<file path="config.mk">
export PLATFORM = sky130hd
export DESIGN_NAME = cfa_div
export DESIGN_NICKNAME = d
export VERILOG_FILES = /design/src/rtl/core/cfa_div.sv
export SDC_FILE = /design/constraint.sdc
export NUM_CORES = 1
export LEC_CHECK = 0
export ABC_AREA = 1
export BUFFER_PORTS_ARGS = -buffer_cell sky130_fd_sc_hd__clkbuf_2
export CAP_MARGIN = 0
export CORE_UTILIZATION = 40
export DETAILED_ROUTE_END_ITERATION = 10
export PLACE_DENSITY_LB_ADDON = 0.12
export SYNTH_ARGS = -nofsm -noshare
export SYNTH_HDL_FRONTEND = slang
export SYNTH_SLANG_ARGS = --single-unit
export TNS_END_PERCENT = 50
</file>
<file path="constraint.sdc">
create_clock -name clk -period 7.1 [get_ports clk]
set_input_delay 2.13 -clock clk [delete_from_list [all_inputs] [get_ports clk]]
set_output_delay 2.13 -clock clk [all_outputs]
set_load 0.01 [all_outputs]
</file>
<file path="src/rtl/core/cfa_div.sv">
`timescale 1ns / 1ps
module cfa_div (
	input  logic        clk,
	input  logic        arst_n,
	input  logic        start,
	input  logic [63:0] dividend,
	input  logic [31:0] divisor,
	output logic        done,
	output logic [31:0] quotient
);
	// Callers guarantee the quotient fits 32 bits: upper half below divisor
	logic [31:0] rem_q;
	logic [31:0] low_q;
	logic [31:0] div_q;
	logic [4:0]  cnt_q;
	logic        busy_q;
	logic        done_q;
	logic [32:0] rem_sh;
	logic        fits;

	assign rem_sh = {rem_q, low_q[31]};
	assign fits   = rem_sh >= {1'b0, div_q};

	always_ff @(posedge clk or negedge arst_n) begin
		if (!arst_n) begin
			busy_q <= 1'b0;
			done_q <= 1'b0;
			cnt_q  <= '0;
		end else begin
			done_q <= 1'b0;
			if (start) begin
				busy_q <= 1'b1;
				cnt_q  <= '0;
			end else if (busy_q) begin
				cnt_q <= cnt_q + 5'd1;
				if (cnt_q == 5'd31) begin
					busy_q <= 1'b0;
					done_q <= 1'b1;
				end
			end
		end
	end

	// Shift in one dividend bit a step; low register collects quotient bits
	always_ff @(posedge clk) begin
		if (start) begin
			rem_q <= dividend[63:32];
			low_q <= dividend[31:0];
			div_q <= divisor;
		end else if (busy_q) begin
			rem_q <= fits ? 32'(rem_sh - {1'b0, div_q}) : rem_sh[31:0];
			low_q <= {low_q[30:0], fits};
		end
	end

	assign done     = done_q;
	assign quotient = low_q;
endmodule

</file>
## Word-level counts from Yosys, hierarchy flattened

Cells that the tools add are included.

| storage, ports and cells | value |
|---|---|
| register bits after elaboration | 103 |
| output and inout bits | 33 |
| logic and storage cells | 24 |

| cells by class | value |
|---|---|
| add/sub/neg operators | 2 |
| order comparisons | 1 |
| equality and inequality tests | 1 |
| multiplexer cells | 13 |
| reductions and logical operators | 1 |

Operator list:

| operator | count |
|---|---|
| 2-to-1 mux 32 bit | 5 |
| greater-or-equal comparator 33 x 32 -> 1 bit | 1 |
| subtractor 32 bit | 1 |
| 2-to-1 mux 5 bit | 2 |
| 2-to-1 mux 1 bit | 6 |
| adder 5 x 1 -> 5 bit (second input constant) | 1 |
| == test 5 bit (second input constant) | 1 |
| nonzero test 2 bit | 1 |

## Longest topological paths before layout

Gate-level depths: netlist (run 1).

| logic depth | value |
|---|---|
| word-level depth | 4 |
| depth in mapped cells | 16 |

## Least setup slack after synthesis (run 1)

No wires, ideal clock.

| timing | value |
|---|---|
| kind | input to register |
| start point | input start |
| end point | register low_q[0] (netlist: quotient[0]), enable pin |
| setup time | 0.690 ns |
| arrival | 4.024 ns |
| data required time | 6.410 ns |
| setup slack | 2.386 ns |
| stages | 5 |
| path buffers | 3 |
| path through | clkbuf_1 clkinv_1 clkbuf_1 buf_1 nand2_1 |

| between the ends | value |
|---|---|
| word-level cells in the longest chain between the ends | 1 |

Ends and longest elaborated chain:

| element | RTL line | RTL |
|---|---|---|
| from (decl) | 5 | `input logic start,` |
| nonzero test 2 bit (no source line) | n/a |  |
| to (signal assigned) | 48 | `low_q <= dividend[31:0];` |
| to (signal assigned) | 52 | `low_q <= {low_q[30:0], fits};` |
| to (decl) | 13 | `logic [31:0] low_q;` |

Every way passes these cells.
A chain may end at the register's enable or synchronous reset.

## Worst setup path in the final report (run 1)

| timing | value |
|---|---|
| start point | input start |
| end point | register rem_q[29], enable pin |

| between the ends | value |
|---|---|
| word-level cells in the longest chain between the ends | 1 |

Ends and longest elaborated chain:

| element | RTL line | RTL |
|---|---|---|
| nonzero test 2 bit (no source line) | n/a |  |
| to (signal assigned) | 47 | `rem_q <= dividend[63:32];` |
| to (signal assigned) | 51 | `rem_q <= fits ? 32'(rem_sh - {1'b0, div_q}) : rem_sh[31:0];` |
| to (decl) | 12 | `logic [31:0] rem_q;` |

Every way passes these cells.

==> impl_metrics.toml, run 1 <==
[status]
status = "finished, final reports clean"

[layout]
area_delta_synth_final_pct = 16.2
n_antenna_cell = 0
mostFrequentLayoutCells = "nand2_1, inv_1, clkbuf_2"
nets = 1234
layout_commonest_cell = "nand2_1"
multi_input_area_mm2 = 0.00339
design_area_mm2 = 0.00833
seqCellArea_mm2 = 0.00306
fillers = 1828
drive_gt1_share_pct = 17.4

[critical_path]
cp-end-kind = "flop"
cp-startpoint = "start"
crit_fanout = 39
path_common_cell = "buf_4"
cp_cell_sequence = "buf_4 > inv_2 > nand2_2 > buf_4"
r2r_cells = 13
r2r_end = "rem_q[29]$_DFFE_PP_"
crit_required_ns = 7.09
rr_startpoint = "rem_q[27]$_DFFE_PP_"
path_class = "input port to flop"
r2r_slack_ns = 4.20
worstPathArrival_ns = 3.34
start_kind = "input port"
crit_path_end = "rem_q[29]$_DFFE_PP_"
crit_slowest_cell = "buf_4"
cpPeakStageDelay_ns = 0.59

[placed_design]
dp_hpwl_um = 13900
gp_congestion = 0.900
io_buffers = 131
dpl_cell_area_mm2 = 0.00801

[yosys]
syn_area_per_cell_um2 = 7.34
netlist.area_leader.share_pct = 40.2
syn_nets = 1111
ys_warn_count = 0
synthTopCellsByArea = "edfxtp_1, nand2_1, inv_1"
synth_largest_area_cell = "edfxtp_1"
syn_area_mm2 = 0.00717
synth_cell_types = 36
synth_seq_area_share_pct = 42.7
syn-instance-count = 977
ys_seq_elements = 103

[floorplan]
rows = 48
dieArea_mm2 = 0.0185
die-width_um = 136
die-height_um = 136
initial_core_util_pct = 41.1
coreArea_mm2 = 0.0174
ioPinCount = 132

[routing]
num_vias = 6320
drt-total-wl_um = 18400
drtPass1Iterations = 4
post_drt_via_cell_ratio = 4.75
drt_iter0_markers = 326
drtAntennaViolNets = 0
wire_per_inst_um = 13.9
drc = 0

[sta]
report.final.slew_viol_count = 0
fmax_mhz = 299
worstMarginPinSlew_ns = 1.02
grt_setup_unrepaired = "no"
layout_min_cycle_time_ns = 3.35
relSlewSlack_pct = 31.8
tns_ns = 0
hold_violations = 0
min_period_over_period_pct = 47.2
skew_ns = 0.0130
finalSetupViolCount = 0

[worst_hold_path]
hp-class = "flop to flop"
min-delay-start = "cnt_q[2]$_DFFE_PN0P_"

[pwr]
peakVddDrop_mv = 0.161
power_density_mw_per_mm2 = 373
p_leak_nw = 4.56

[clock_tree]
h-tree-depth = 3
clock_path_buffers = 2
cts_resized = 0
clkSlewWorstSetupHoldPaths_ns = 0.08
cts_tree = "yes"
postCtsHoldBufs = 0
clk_latency_ns = 0.36
post_cts_buffers = 0
cts-root-buf = "clkbuf_16"
numCtsBuffers = 9
clock-sinks = 103

[flow_run]
maxCapViolations = 0

[global_routing]
antenna_found_initial = 0
grtUsageMet2_pct = 34.6
grt_util_met3_pct = 3.88
grt_overflow = 0
grt_pass1_wl_um = 30000
grt_busiest_layer = "met2"
grt_max_degree = 96
met1_usage_pct = 28.5
grt_pass1_vias = 6004
grtUsageTotal_pct = 21.1
==> registers in the layout, summed over array words and instances (netlist names) <==
signal / flops
quotient: 32
busy_q: 1
rem_q: 32
cnt_q: 5
done: 1
div_q: 32
==> cells by family after synthesis <==
logic type	share of synthesized area [%]
compound gates	2.11
xor+xnor	1.71
fa+ha+maj	6.22
buf+inv	10.0
flops	42.7
simple gates	37.3
==> worst min path at each step <==
stage               cells past startpoint  slack [ns]                   end
floorplan                               1        0.48  cnt_q[2]$_DFFE_PN0P_
global placement                        2        0.50  cnt_q[4]$_DFFE_PN0P_
detailed placement                      2        0.51  cnt_q[4]$_DFFE_PN0P_
CTS                                     1        0.52  cnt_q[2]$_DFFE_PN0P_
global route                            2        0.55  cnt_q[4]$_DFFE_PN0P_
finish                                  1        0.51  cnt_q[2]$_DFFE_PN0P_
==> critical path: cells and delay by family <==
kind	cells	cell delay, ns
buffers and inverters	3	0.75
AND/OR/NAND/NOR	1	0.43
==> cells in the mapped netlist <==
library cell    n
nand2_1       435
inv_1         155
edfxtp_1       96
nand3_1        64
nor2_1         42
ha_1           34
nand3b_1       25
a21oi_1        16
xnor2_1        14
nand2_2        12
clkbuf_1       11
nand4_1        10
nor2_2         10
buf_2           7
dfrtp_1         7
nand3_2         5
o21ai_0         5
inv_2           4
nor3_1          4
a21oi_2         2
and2_1          2
buf_6           2
nor2_4          2
a21o_1          1
a31oi_1         1
buf_1           1
buf_8           1
clkinv_1        1
fa_1            1
nand2_4         1
nand2_8         1
nor2_8          1
nor3_2          1
o21a_1          1
o21bai_1        1
or2_2           1
==> metal layers <==
metal | vias to the layer above | part of all wire (%)
li1 | 3301 | -
met1 | 2847 | 48
met2 | 158 | 45
met3 | 14 | 5.1
met4 | 0 | 1.3
met5 | - | 0
==> layout make-up <==
class	count	share of cell area, %
clock buffer	9	2.71
clock inverter	7	1.04
inverter	160	7.21
multi-input combinational	692	40.8
sequential	103	36.7
tap	225	3.38
timing repair buffer	134	8.18
==> power breakdown <==
group	switching, mW	internal (mW)	total [mW]
Sequential	0.0680	0.826	0.894
Combinational	1.08	0.596	1.67
Clock	0.257	0.283	0.540
Total	1.40	1.71	3.11
==> per-stage QoR <==
step | total power, mW | hold slack [ns] | instances | util, % | worst slack, ns
after floorplan | 2.17 | 0.476 | 977 | - | 2.39
after global placement | 2.56 | 0.498 | 1314 | 46.0 | 3.36
after detailed placement | 2.58 | 0.511 | 1314 | 46.0 | 3.31
after CTS | 3.13 | 0.522 | 1330 | 47.8 | 3.71
after global routing | 3.39 | 0.546 | 1330 | 47.8 | 3.61
final | 3.11 | 0.514 | 1330 | 47.8 | 3.75
No activity file was read; power rests on OpenSTA's default activity.
==> run 2, diff against run 1 <==
clock period = 2.7 ns   (was 7.1 ns; I/O delays follow)
==> run 2 against run 1 <==
Effect of this change: sequential power rose to 2.6 times the previous value; combinational power grew to 2.7 times the previous value; first-iteration DRC count is 2.1% higher; critical endpoint is now rem_q[3]$_DFFE_PP_; largest power group unchanged.
==> impl_metrics.toml, run 2 (synthesized netlist as in run 1, its figures left out) <==
[placed_design]
dp_hpwl_um = 14600
pre_cts_ws_ns = 0.149
gp_congestion = 0.942
io_buffers = 131

[sta]
tns_ns = 0
hold_violations = 0
grt_setup_unrepaired = "no"
skew_ns = 0.0127
report.final.slew_viol_count = 0
setup_slack_ns = 0.205
layout_min_cycle_time_ns = 2.50
finalSetupViolCount = 0
fmax_mhz = 401
min_period_over_period_pct = 92.4
worstMarginPinSlew_ns = 0.445
relSlewSlack_pct = 70.3

[clock_tree]
clk_latency_ns = 0.36
clkSlewWorstSetupHoldPaths_ns = 0.08
postCtsHoldBufs = 0
clock-sinks = 103
numCtsBuffers = 9
clock_path_buffers = 2
h-tree-depth = 3
cts_tree = "yes"
cts-root-buf = "clkbuf_16"

[routing]
drtPass1Iterations = 5
drt-total-wl_um = 19000
drc = 0
drt_iter0_markers = 333
num_vias = 6232
post_drt_via_cell_ratio = 4.66
wire_per_inst_um = 14.2
drtAntennaViolNets = 0

[global_routing]
grt_overflow = 0
antenna_found_initial = 0
grt_pass1_wl_um = 30900
grt_max_degree = 100
grtUsageTotal_pct = 21.9
grt_pass1_vias = 5926

[floorplan]
die-height_um = 136
ioPinCount = 132
coreArea_mm2 = 0.0174
die-width_um = 136
rows = 48
dieArea_mm2 = 0.0185
initial_core_util_pct = 41.1

[worst_hold_path]
hp-class = "input port to asynchronous set/reset pin"

[layout]
area_delta_synth_final_pct = 17.5
nets = 1241
mostFrequentLayoutCells = "nand2_1, inv_1, clkbuf_2"
drive_gt1_share_pct = 18.0
layout_commonest_cell = "nand2_1"
n_antenna_cell = 0

[pwr]
peakVddDrop_mv = 0.444
power_density_mw_per_mm2 = 975
p_leak_nw = 4.61

[critical_path]
worstPathArrival_ns = 2.62
crit_fanout = 25
crit_required_ns = 2.82
cpPeakStageDelay_ns = 0.41
r2r_cells = 11
path_common_cell = "nand2_1"
start_kind = "flop"
r2r_slack_ns = 0.20
crit_slowest_cell = "edfxtp_1"
cp_cell_sequence = "ha_1 > nand2_1 > nor3_2 > nand2_1 > nor2_4 > nor2_8 > nand2_8 > buf_4 > nand2_1 > nand3_1 > nand2_1"
r2r_end = "rem_q[3]$_DFFE_PP_"
path_class = "flop to flop"
cp-end-kind = "flop"
rr_startpoint = "rem_q[28]$_DFFE_PP_"

[flow_run]
maxCapViolations = 0

[status]
status = "finished, final reports clean"
-- run 2: changes by cell type in the layout (fill, tap and decap cells not counted), sizes merged --
cell | previous run | this run
inv | 164 | 165
buf | 4 | 11
bufinv | 1 | 0
-- run 2: how the worst max path moves through the flow --
stage                                       end  slack [ns]  cells past startpoint              startpoint
after CTS                   rem_q[28]$_DFFE_PP_        0.13                     16  quotient[31]$_DFFE_PP_
after global routing        rem_q[13]$_DFFE_PP_        0.01                     12     rem_q[27]$_DFFE_PP_
final                        rem_q[3]$_DFFE_PP_        0.20                     11     rem_q[28]$_DFFE_PP_
after global placement      rem_q[28]$_DFFE_PP_        0.10                     16  quotient[31]$_DFFE_PP_
after detailed placement    rem_q[28]$_DFFE_PP_        0.15                     16  quotient[31]$_DFFE_PP_
after floorplan           quotient[0]$_DFFE_PP_        0.25                      5                   start
-- run 2: worst max-delay path, delay by kind of cell, from the launching register on --
kind	cells	cell delay, ns
buffers and inverters	1	0.19
adder cells (fa/ha/maj)	1	0.41
AND/OR/NAND/NOR	9	1.23
flip-flops	1	0.41
-- run 2: final cells by class --
class | count | area (µm²)
Timing Repair Buffer | 141 | 783
Multi-Input combinational cell | 692 | 3400
Clock buffer | 9 | 225
Sequential cell | 103 | 3060
Tap cell | 225 | 282
Inverter | 160 | 601
Clock inverter | 7 | 68.8
Fill cell | 1826 | 9000
-- run 2: report_power, final --
group	switching [mW]	internal (mW)	total, mW
Combinational	2.88	1.64	4.51
Sequential	0.181	2.17	2.35
Clock	0.687	0.656	1.34
Total	3.74	4.47	8.21
-- run 2: routing by layer --
metal,routed length (µm),global-route usage (%),up-vias
li1,-,-,3303
met1,9200,30.3,2749
met2,8530,35.4,173
met3,1160,4.96,7
met4,143,3.77,0
met5,0,0,-
-- run 2: timing repair --
item | CTS | global route
setup endpoints to repair | 0 | 5
buffers inserted | 0 | 0
resized for setup | 0 | 2
-- run 2: stage by stage --
| step | total power, mW | hold WS, ns | utilization, % | area, µm² | instances |
|---|---|---|---|---|---|
| 2_1_floorplan | 5.71 | 0.476 | - | 7170 | 977 |
| 6_report | 8.21 | 0.281 | 48.3 | 8420 | 1337 |
| 5_1_grt | 8.97 | 0.281 | 48.3 | 8420 | 1337 |
| 4_1_cts | 8.25 | 0.275 | 48.3 | 8420 | 1337 |
| 3_5_place_dp | 6.86 | 0.512 | 46.6 | 8120 | 1321 |
| 3_3_place_gp | 6.87 | 0.493 | 46.6 | 8120 | 1321 |
