### src/rtl/core/cfa_sqrt.sv
`timescale 1ns / 1ps
module cfa_sqrt (
	input  logic        clk,
	input  logic        arst_n,
	input  logic        start,
	input  logic [63:0] radicand,
	output logic        done,
	output logic [31:0] root
);
	logic [63:0] rad_q;
	logic [33:0] rem_q;
	logic [31:0] root_q;
	logic [4:0]  cnt_q;
	logic        busy_q;
	logic        done_q;
	logic [35:0] rem_sh;
	logic [35:0] trial;
	logic        fits;

	// One result bit per step: bring down two radicand bits, try root*4+1
	assign rem_sh = {rem_q, rad_q[63:62]};
	assign trial  = {2'b00, root_q, 2'b01};
	assign fits   = rem_sh >= trial;

	always_ff @(posedge clk or negedge arst_n) begin
		if (!arst_n) begin
			busy_q <= 1'b0;
			done_q <= 1'b0;
			cnt_q  <= '0;
		end else begin
			done_q <= 1'b0;
			if (start) begin
				busy_q <= 1'b1;
				cnt_q  <= '0;
			end else if (busy_q) begin
				cnt_q <= cnt_q + 5'd1;
				if (cnt_q == 5'd31) begin
					busy_q <= 1'b0;
					done_q <= 1'b1;
				end
			end
		end
	end

	always_ff @(posedge clk) begin
		if (start) begin
			rad_q  <= radicand;
			rem_q  <= '0;
			root_q <= '0;
		end else if (busy_q) begin
			rad_q  <= {rad_q[61:0], 2'b00};
			rem_q  <= fits ? 34'(rem_sh - trial) : rem_sh[33:0];
			root_q <= {root_q[30:0], fits};
		end
	end

	assign done = done_q;
	assign root = root_q;
endmodule

### config.mk
export PLATFORM = sky130hd
export DESIGN_NAME = cfa_sqrt
export DESIGN_NICKNAME = d
export VERILOG_FILES = /design/src/rtl/core/cfa_sqrt.sv
export SDC_FILE = /design/constraint.sdc
export NUM_CORES = 1
export LEC_CHECK = 0
export BUFFER_PORTS_ARGS = -buffer_cell sky130_fd_sc_hd__buf_2
export CAP_MARGIN = 40
export CELL_PAD_IN_SITES_DETAIL_PLACEMENT = 0
export CELL_PAD_IN_SITES_GLOBAL_PLACEMENT = 1
export CORE_ASPECT_RATIO = 1.75
export CORE_MARGIN = 3
export CORE_UTILIZATION = 46
export DETAILED_ROUTE_END_ITERATION = 12
export GPL_ROUTABILITY_DRIVEN = 1
export HOLD_SLACK_MARGIN = 0.06
export PLACE_DENSITY_LB_ADDON = 0.15
export SLEW_MARGIN = 5
export SYNTH_ARGS = -nofsm -noshare
export SYNTH_HDL_FRONTEND = slang
export SYNTH_SLANG_ARGS = --single-unit
### constraint.sdc
create_clock -name clk -period 3.9 [get_ports clk]
set_clock_uncertainty 0.2 [all_clocks]
set_input_delay 0.195 -clock clk [delete_from_list [all_inputs] [get_ports clk]]
set_output_delay 0.195 -clock clk [all_outputs]
set_load 0.02 [all_outputs]
# Word-level counts from Yosys, hierarchy flattened
# Index checks and enable logic that the tools add are counted.
dict set report totals {
  reg_bits 137
  in_bits 67
  out_inout_bits 33
  wordCells 22
}
dict set report op_classes {
  n_addsub 2
  order_cmp 1
  n_eq_ne 1
  n_mux 11
  n_reduce_logical 1
}
# cell n
set ops {}
lappend ops {{2-to-1 mux 64 bit} 2}
lappend ops {{greater-or-equal comparator 36 x 34 -> 1 bit} 1}
lappend ops {{2-to-1 mux 34 bit} 1}
lappend ops {{subtractor 34 bit} 1}
lappend ops {{2-to-1 mux 5 bit} 2}
lappend ops {{2-to-1 mux 1 bit} 6}
lappend ops {{adder 5 x 1 -> 5 bit (second input constant)} 1}
lappend ops {{== test 5 bit (second input constant)} 1}
lappend ops {{nonzero test 2 bit} 1}

# Longest topological paths before layout
# Gate-level depths: netlist (run 1).
dict set report logic_depth {
  ltp_word 4
  depth_mapped 13
  mapped_depth_nobuf 11
}

# Worst setup path before layout (run 1)
# Ideal clock, no wire load.
dict set report synth_timing {
  path_kind {flip-flop to flip-flop}
  startpoint {reg root_q[2], in the netlist root[2]}
  endpoint {reg rem_q[23]}
  setup_time_ns 0.086
  t_arrival_ns 2.608
  t_required_ns 3.614
  slack_ns 1.006
  stages_incl_launch_ff 12
  n_path_buf 0
  period_less_slack_ns 2.894
  path_cell_list {dfxtp_1 > inv_1 > ha_1 > a21oi_1 > o31ai_2 > o21ai_2 > a211oi_1 > or3_1 > a31oi_1 > xnor2_1 > mux2i_1 > a211oi_1}
}
dict set report synth_via {
  elab_chain_cells 2
  elab_cells_between_ends 3
  cone_classes {1 x add/sub; 1 x order compare; 1 x mux}
}
# element line
set synth_lines {}
lappend synth_lines {{start: declaration} 12} ;# logic [31:0] root_q;
lappend synth_lines {{start signal: assignment} 53} ;# root_q <= {root_q[30:0], fits};
lappend synth_lines {{subtractor 34 bit or greater-or-equal comparator 36 x 34 -> 1 bit (tied branches)} {52, 23}}
lappend synth_lines {{2-to-1 mux 34 bit *} 52} ;# rem_q <= fits ? 34'(rem_sh - trial) : rem_sh[33:0];
lappend synth_lines {{end signal: assignment} 52}
lappend synth_lines {{end: declaration} 11} ;# logic [33:0] rem_q;
# Mark *: on every way between the ends. The rest lies on a longest branch, timed or not.
# A chain may end at the register's enable or synchronous reset.

# Final worst setup path (run 1)
dict set report layout_timing {
  startpoint {reg root_q[5], in the netlist root[5]}
  endpoint {reg rem_q[15]}
}
# The elaborated chain is that of the path after synthesis.

==> reports/results.tsv, run 1 <==
stage	metric	value	unit
power_and_ir_drop	intPower	4.05	mW
worst_hold_path	hp-start	rem_q[32]	
layout	num_antenna_cells	0	
sta	period_share	0.883	
logic_synthesis	synth_area_leaders	edfxtp_1 (26%), dfxtp_1 (18%), mux2_2 (9.4%)	
cts	root_buffer	clkbuf_16	
drt	viasPerCell	5.38	
cts	cts_buffer_depth	2	
cts	clkLatencyLatePin	0.42	ns
layout	utilization	0.598	
logic_synthesis	ys.flop_type	dfxtp_1	
drt	vias	5759	
worst_setup_path	critPathRequiredTime	3.96	ns
drt	drtAntennaViolNets	0	
logic_synthesis	synth_edf_count	64	
cts	clk_pin_slew	0.06	ns
worst_setup_path	r2r_end	rem_q[15]	
floorplanning	die_y	174	µm
grt	grt_pass1_wl	28.0	mm
grt	use_met2	0.352	
sta	setup_viol	0	
floorplanning	rows	60	
sta	min_period	3.44	ns
worst_hold_path	holdPathStages	2	
logic_synthesis	yosysSeqAreaShare	0.460	
logic_synthesis	async_flop_share	0.0511	
floorplanning	io_pins	100	
power_and_ir_drop	pwr-share-seq	0.287	
grt	grt_max_degree	86	
power_and_ir_drop	clkPwrFrac	0.248	
power_and_ir_drop	switching_power	2.50	mW
sta	tightest_slew	0.789	ns
sta	max_slew_margin	0.474	
placement	dp_hpwl	11.5	mm
worst_setup_path	critical_path.max_fanout	24	
drt	dr.first_iter.drc_count	230	
layout	drive_gt1_frac	0.243	
logic_synthesis	ys_types	55	
power_and_ir_drop	power_density	702	mW/mm²
grt	grt_usage	0.195	
logic_synthesis	yosysMostFrequentCell	nor2_1	
grt	met3_usage	0.0414	
logic_synthesis	yosysWarnings	0	
outcome	status	completed	
cts	htree_levels	4	
worst_hold_path	min_to	rem_q[32]	
logic_synthesis	syn_area	0.00744	mm²
drt	wl_per_cell	15.6	µm
power_and_ir_drop	cellLeakagePower	4.11	nW
logic_synthesis	synth_area_per_cell	10.4	µm²
placement	gp_congestion	0.860	
logic_synthesis	netlist_instances	715	
grt	met1_usage	0.221	
cts	ctsResizeCount	0	
floorplanning	fp.dieArea	0.0178	mm²
grt	grt.busiest_layer	met2	
grt	antenna_found_initial	0	
logic_synthesis	synth_common_cells	nor2_1 (95), dfxtp_1 (66), edfxtp_1 (64)	
grt	grt_pass1_vias	5926	
worst_hold_path	worstHoldPathType	register to register	
logic_synthesis	yosysTopAreaCellShare	0.258	
cts	cts_buffers	17	
sta	max_freq	290	MHz
layout	area.growth.synth_to_final	25.5	%
flow_run	maxCapViolations	0	
power_and_ir_drop	p_sw_frac	0.382	
logic_synthesis	syn_nets	818	
drt	wl	16.7	mm
worst_setup_path	critPathKind	register to register	
worst_setup_path	start_kind	register	
floorplanning	initial_utilization	0.476	
floorplanning	die_x	102	µm
worst_setup_path	r2r_setup_slack	0.46	ns
sta	setup_tns	0	ns
worst_setup_path	cp.arrival	3.51	ns
drt	post-route-drc-count	0	
sta	maxSlewViolCount	0	
drt	drtPass1Iterations	5	
worst_setup_path	rr_worst_depth	11	
sta	hold_violations	0	
floorplanning	core_area	0.0156	mm²
logic_synthesis	synth.largest_area_cell	edfxtp_1	
sta	rsz0062_at_grt	no	
worst_setup_path	crit_path_end_kind	register	
power_and_ir_drop	ir_drop	0.293	mV
logic_synthesis	ys_ff_latch	137	
worst_setup_path	timing.rr.start	root[5]	
layout	fin_nets	975	
cts	clock-sinks	137	
power_and_ir_drop	p_comb_frac	0.465	
grt	grt_overflow	0	
placement	numPortBuffers	99	
cts	cts_tree	yes	
[worst max-delay path by stage]
stage,from,end,slack (ns),cells after the start
global route,root[5],rem_q[15],0.18,11
detailed placement,root[5],rem_q[15],0.41,11
global placement,root[5],rem_q[17],0.56,11
finish,root[5],rem_q[15],0.46,11
CTS,root[5],rem_q[15],0.41,11
floorplan,root[2],rem_q[23],1.01,11
[power by group through the flow]
stage               Combinational, mW  Clock (mW)  Sequential, mW
global placement                 2.94           0            1.90
CTS                              3.06        1.66            1.88
detailed placement               2.99           0            1.91
floorplan                        2.46           0            1.87
global route                     3.41        1.73            1.91
finish                           3.05        1.62            1.88
[per-stage QoR]
step,total power [mW],instance area [µm²],worst slack (ns),hold slack [ns],instances
after CTS,6.60,9340,0.410,0.294,1071
after global placement,4.85,8070,0.556,-0.171,972
after global routing,7.05,9340,0.176,0.328,1071
after detailed placement,4.90,8070,0.411,-0.166,972
after floorplan,4.33,7440,1.01,-0.301,715
final,6.55,9340,0.456,0.299,1071
[sequential cells by signal, summed over array words and instances, names as in the netlist]
register and count:
rad_q 64, busy_q 1, root 32, rem_q 34, cnt_q 5, done 1
[cell usage in the layout (no fill, tap or decap), drive strengths merged, types with 3 or more instances in the layout]
master and count:
xor2 12, a21oi 39, dlygate4sd3 67, ha 36
mux2i 47, o21ai 19, a211oi 32, nand2b 5
o21a 5, dfrtp 7, and2 4, o211ai 3
nor2b 8, dfxtp 66, nor2 95, mux2 62
a31oi 12, nand2 32, xnor2 20, inv 51
or3 4, clkbuf 18, buf 105, nand4 3
o21bai 4, nand3 10, clkinvlp 3, nor3 11
and3 7, o22ai 3, edfxtp 64, a21o 10
[per-layer routing]
metal | part of all wire | vias up
met2 | 0.55 | 121
met5 | 0 | -
met4 | 0.019 | 0
met3 | 0.031 | 28
met1 | 0.40 | 2735
li1 | - | 2875
[timing repair]
| action | CTS | global route |
|---|---|---|
| hold endpoints to repair | 74 | 0 |
| hold buffers | 67 | 0 |
| endpoints found under the setup margin | 0 | 0 |
| buffers inserted | 0 | 0 |
[kinds of logic after synthesis]
family | Yosys count | synth area share
adder cells (fa/ha/maj) | 36 | 0.0606
XOR/XNOR | 32 | 0.0377
multiplexers | 109 | 0.157
AND/OR/NAND/NOR | 185 | 0.112
AO/OA/AOI/OAI | 140 | 0.131
buffers and inverters | 76 | 0.0422
flip-flops | 137 | 0.460
[cell type report]
cell class | instances | area, µm²
inverter | 42 | 158
sequential | 137 | 3420
tap | 186 | 233
fill | 1347 | 6280
clock inverter | 14 | 153
multi-input combinational | 502 | 3700
clock buffer | 18 | 439
timing repair buffer | 172 | 1230
[worst max-delay path, cell delays in order, from the launching register on]
cell and delay (ns):
dfxtp_1 0.37, inv_1 0.06, ha_1 0.35, a21oi_1 0.19, o21ai_0 0.13, or3_1 0.37, o211ai_2 0.23, nand3_2 0.13
a31oi_4 0.56, buf_4 0.37, mux2i_1 0.23, a211oi_1 0.09
Note: power is estimated with default switching activity, not from simulation.
==> run 2, diff against run 1 <==
Settings changed: BUFFER_PORTS_ARGS -buffer_cell sky130_fd_sc_hd__buf_2 to -buffer_cell sky130_fd_sc_hd__clkbuf_2, CORE_UTILIZATION 46 to 45, MAX_ROUTING_LAYER set to met4.
==> run 2 against run 1 <==
  * Non-clock buffer count unchanged
  * Via count decreased by 0.89%
  * Fmax increased by 0.59%
  * Critical path type unchanged
  * Sequential power about the same
  * Core utilization decreased by 1.2 points
  * Sequential share of layout area decreased by 0.19 points
  * Flip-flop and latch count unchanged
  * Critical endpoint unchanged
==> reports/results.tsv, run 2 (synthesis gave the netlist of run 1 again) <==
stage	metric	value	unit
outcome	status	completed	
floorplanning	io_pins	100	
flow_run	maxCapViolations	0	
drt	post-route-drc-count	0	
worst_setup_path	critPathRequiredTime	3.96	ns
power_and_ir_drop	cellLeakagePower	4.12	nW
grt	antenna_found_initial	0	
worst_setup_path	start_kind	register	
cts	cts_tree	yes	
power_and_ir_drop	power_density	709	mW/mm²
drt	drtPass1Iterations	4	
grt	grt_pass1_vias	5886	
floorplanning	die_y	176	µm
worst_setup_path	critPathKind	register to register	
placement	numPortBuffers	99	
layout	largest_register_ffs	64	
placement	placed_cell_area	0.00808	mm²
placement	gp_congestion	0.855	
grt	grt_pass1_wl	27.5	mm
cts	clkLatencyLatePin	0.42	ns
sta	max_slew_margin	0.490	
floorplanning	initial_utilization	0.464	
sta	tightest_slew	0.765	ns
layout	top_register	rad_q	
drt	dr.first_iter.drc_count	222	
worst_hold_path	worstHoldPathType	input pin to register	
layout	drive_gt1_frac	0.243	
floorplanning	rows	61	
layout	most-common-layout-cells	clkbuf_2 (98), nor2_1 (95), dlygate4sd3_1 (66), dfxtp_1 (66), edfxtp_1 (64)	
cts	clk_pin_slew	0.06	ns
cts	cts_buffer_depth	2	
cts	cts_buffers	17	
sta	hold_violations	0	
drt	wl_per_cell	15.3	µm
sta	setup_tns	0	ns
worst_setup_path	cp.arrival	3.48	ns
grt	grt_usage	0.194	
drt	viasPerCell	5.31	
sta	period_share	0.878	
layout	area.growth.synth_to_final	26.2	%
layout	fin_nets	975	
cts	root_buffer	clkbuf_16	
layout	n_fill_cell	1368	
worst_setup_path	critical_path.max_fanout	18	
power_and_ir_drop	ir_drop	0.335	mV
grt	grt_overflow	0	
cts	htree_levels	4	
sta	max_freq	292	MHz
worst_setup_path	crit_path_end_kind	register	
sta	setup_viol	0	
placement	dp_hpwl	11.5	mm
floorplanning	die_x	103	µm
drt	vias	5708	
worst_setup_path	r2r_setup_slack	0.48	ns
layout	layout_commonest_cell	clkbuf_2	
sta	maxSlewViolCount	0	
floorplanning	core_area	0.0160	mm²
sta	worst_hold_slack	0.0947	ns
cts	clock-sinks	137	
drt	wl	16.4	mm
drt	drtAntennaViolNets	0	
sta	rsz0062_at_grt	no	
layout	utilization	0.585	
layout	postLayoutCellArea	0.00938	mm²
grt	grt_max_degree	71	
sta	min_period	3.42	ns
floorplanning	fp.dieArea	0.0182	mm²
-- run 2: critical path, cell delays in order, from the launching register on --
cell      delay (ns)
dfxtp_1         0.37
inv_1           0.06
ha_1            0.35
a21oi_1         0.19
o21ai_0         0.12
or3_1           0.37
o211ai_2        0.22
nand3_2         0.12
a31oi_4         0.56
buf_4           0.36
mux2i_1         0.22
a211oi_1        0.08
-- run 2: metrics by stage --
step | std cells | setup slack [ns] | total power, mW
CTS | 1074 | 0.449 | 6.72
global route | 1074 | 0.228 | 7.13
finish | 1075 | 0.476 | 6.65
floorplan | 715 | 1.01 | 4.33
detailed placement | 976 | 0.453 | 4.91
global placement | 976 | 0.519 | 4.88
-- run 2: area by class of cell --
type	instances	area, µm²	area share
clock inverter	10	118	0.0125
antenna	1	2.50	0.000267
tap	189	236	0.0252
multi-input combinational	502	3700	0.395
inverter	42	158	0.0168
sequential	137	3420	0.365
clock buffer	22	518	0.0552
timing repair buffer	172	1220	0.130
-- run 2: worst paths after layout --
path,startpoint,endpoint,cells after the start
worst min register to register,rem_q[32],rem_q[32],2
min in group asynchronous,arst_n,cnt_q[1],3
worst max register to register,root[5],rem_q[15],11
worst min-delay path,start,rem_q[0],3
worst max-delay path,root[5],rem_q[15],11
max in group asynchronous,arst_n,busy_q,3
-- run 2: what timing repair did --
| action | 4_1_cts | 5_1_grt |
|---|---|---|
| buffers inserted | 0 | 0 |
| hold endpoints to repair | 71 | 0 |
| resized for setup | 0 | 0 |
| hold buffers | 66 | 0 |
-- run 2: where the power goes --
group          leakage, nW  total [mW]  internal, mW  switching [mW]
Clock                0.311        1.72          1.04           0.680
Sequential            1.31        1.87          1.74           0.138
Combinational         2.50        3.06          1.40            1.66
-- run 2: routing by layer --
metal,up-vias,wire length [µm],global-route usage
met5,-,0,-
met4,0,366,0.0681
met3,32,433,0.0360
met2,96,8990,0.345
met1,2695,6620,0.210
li1,2885,-,-
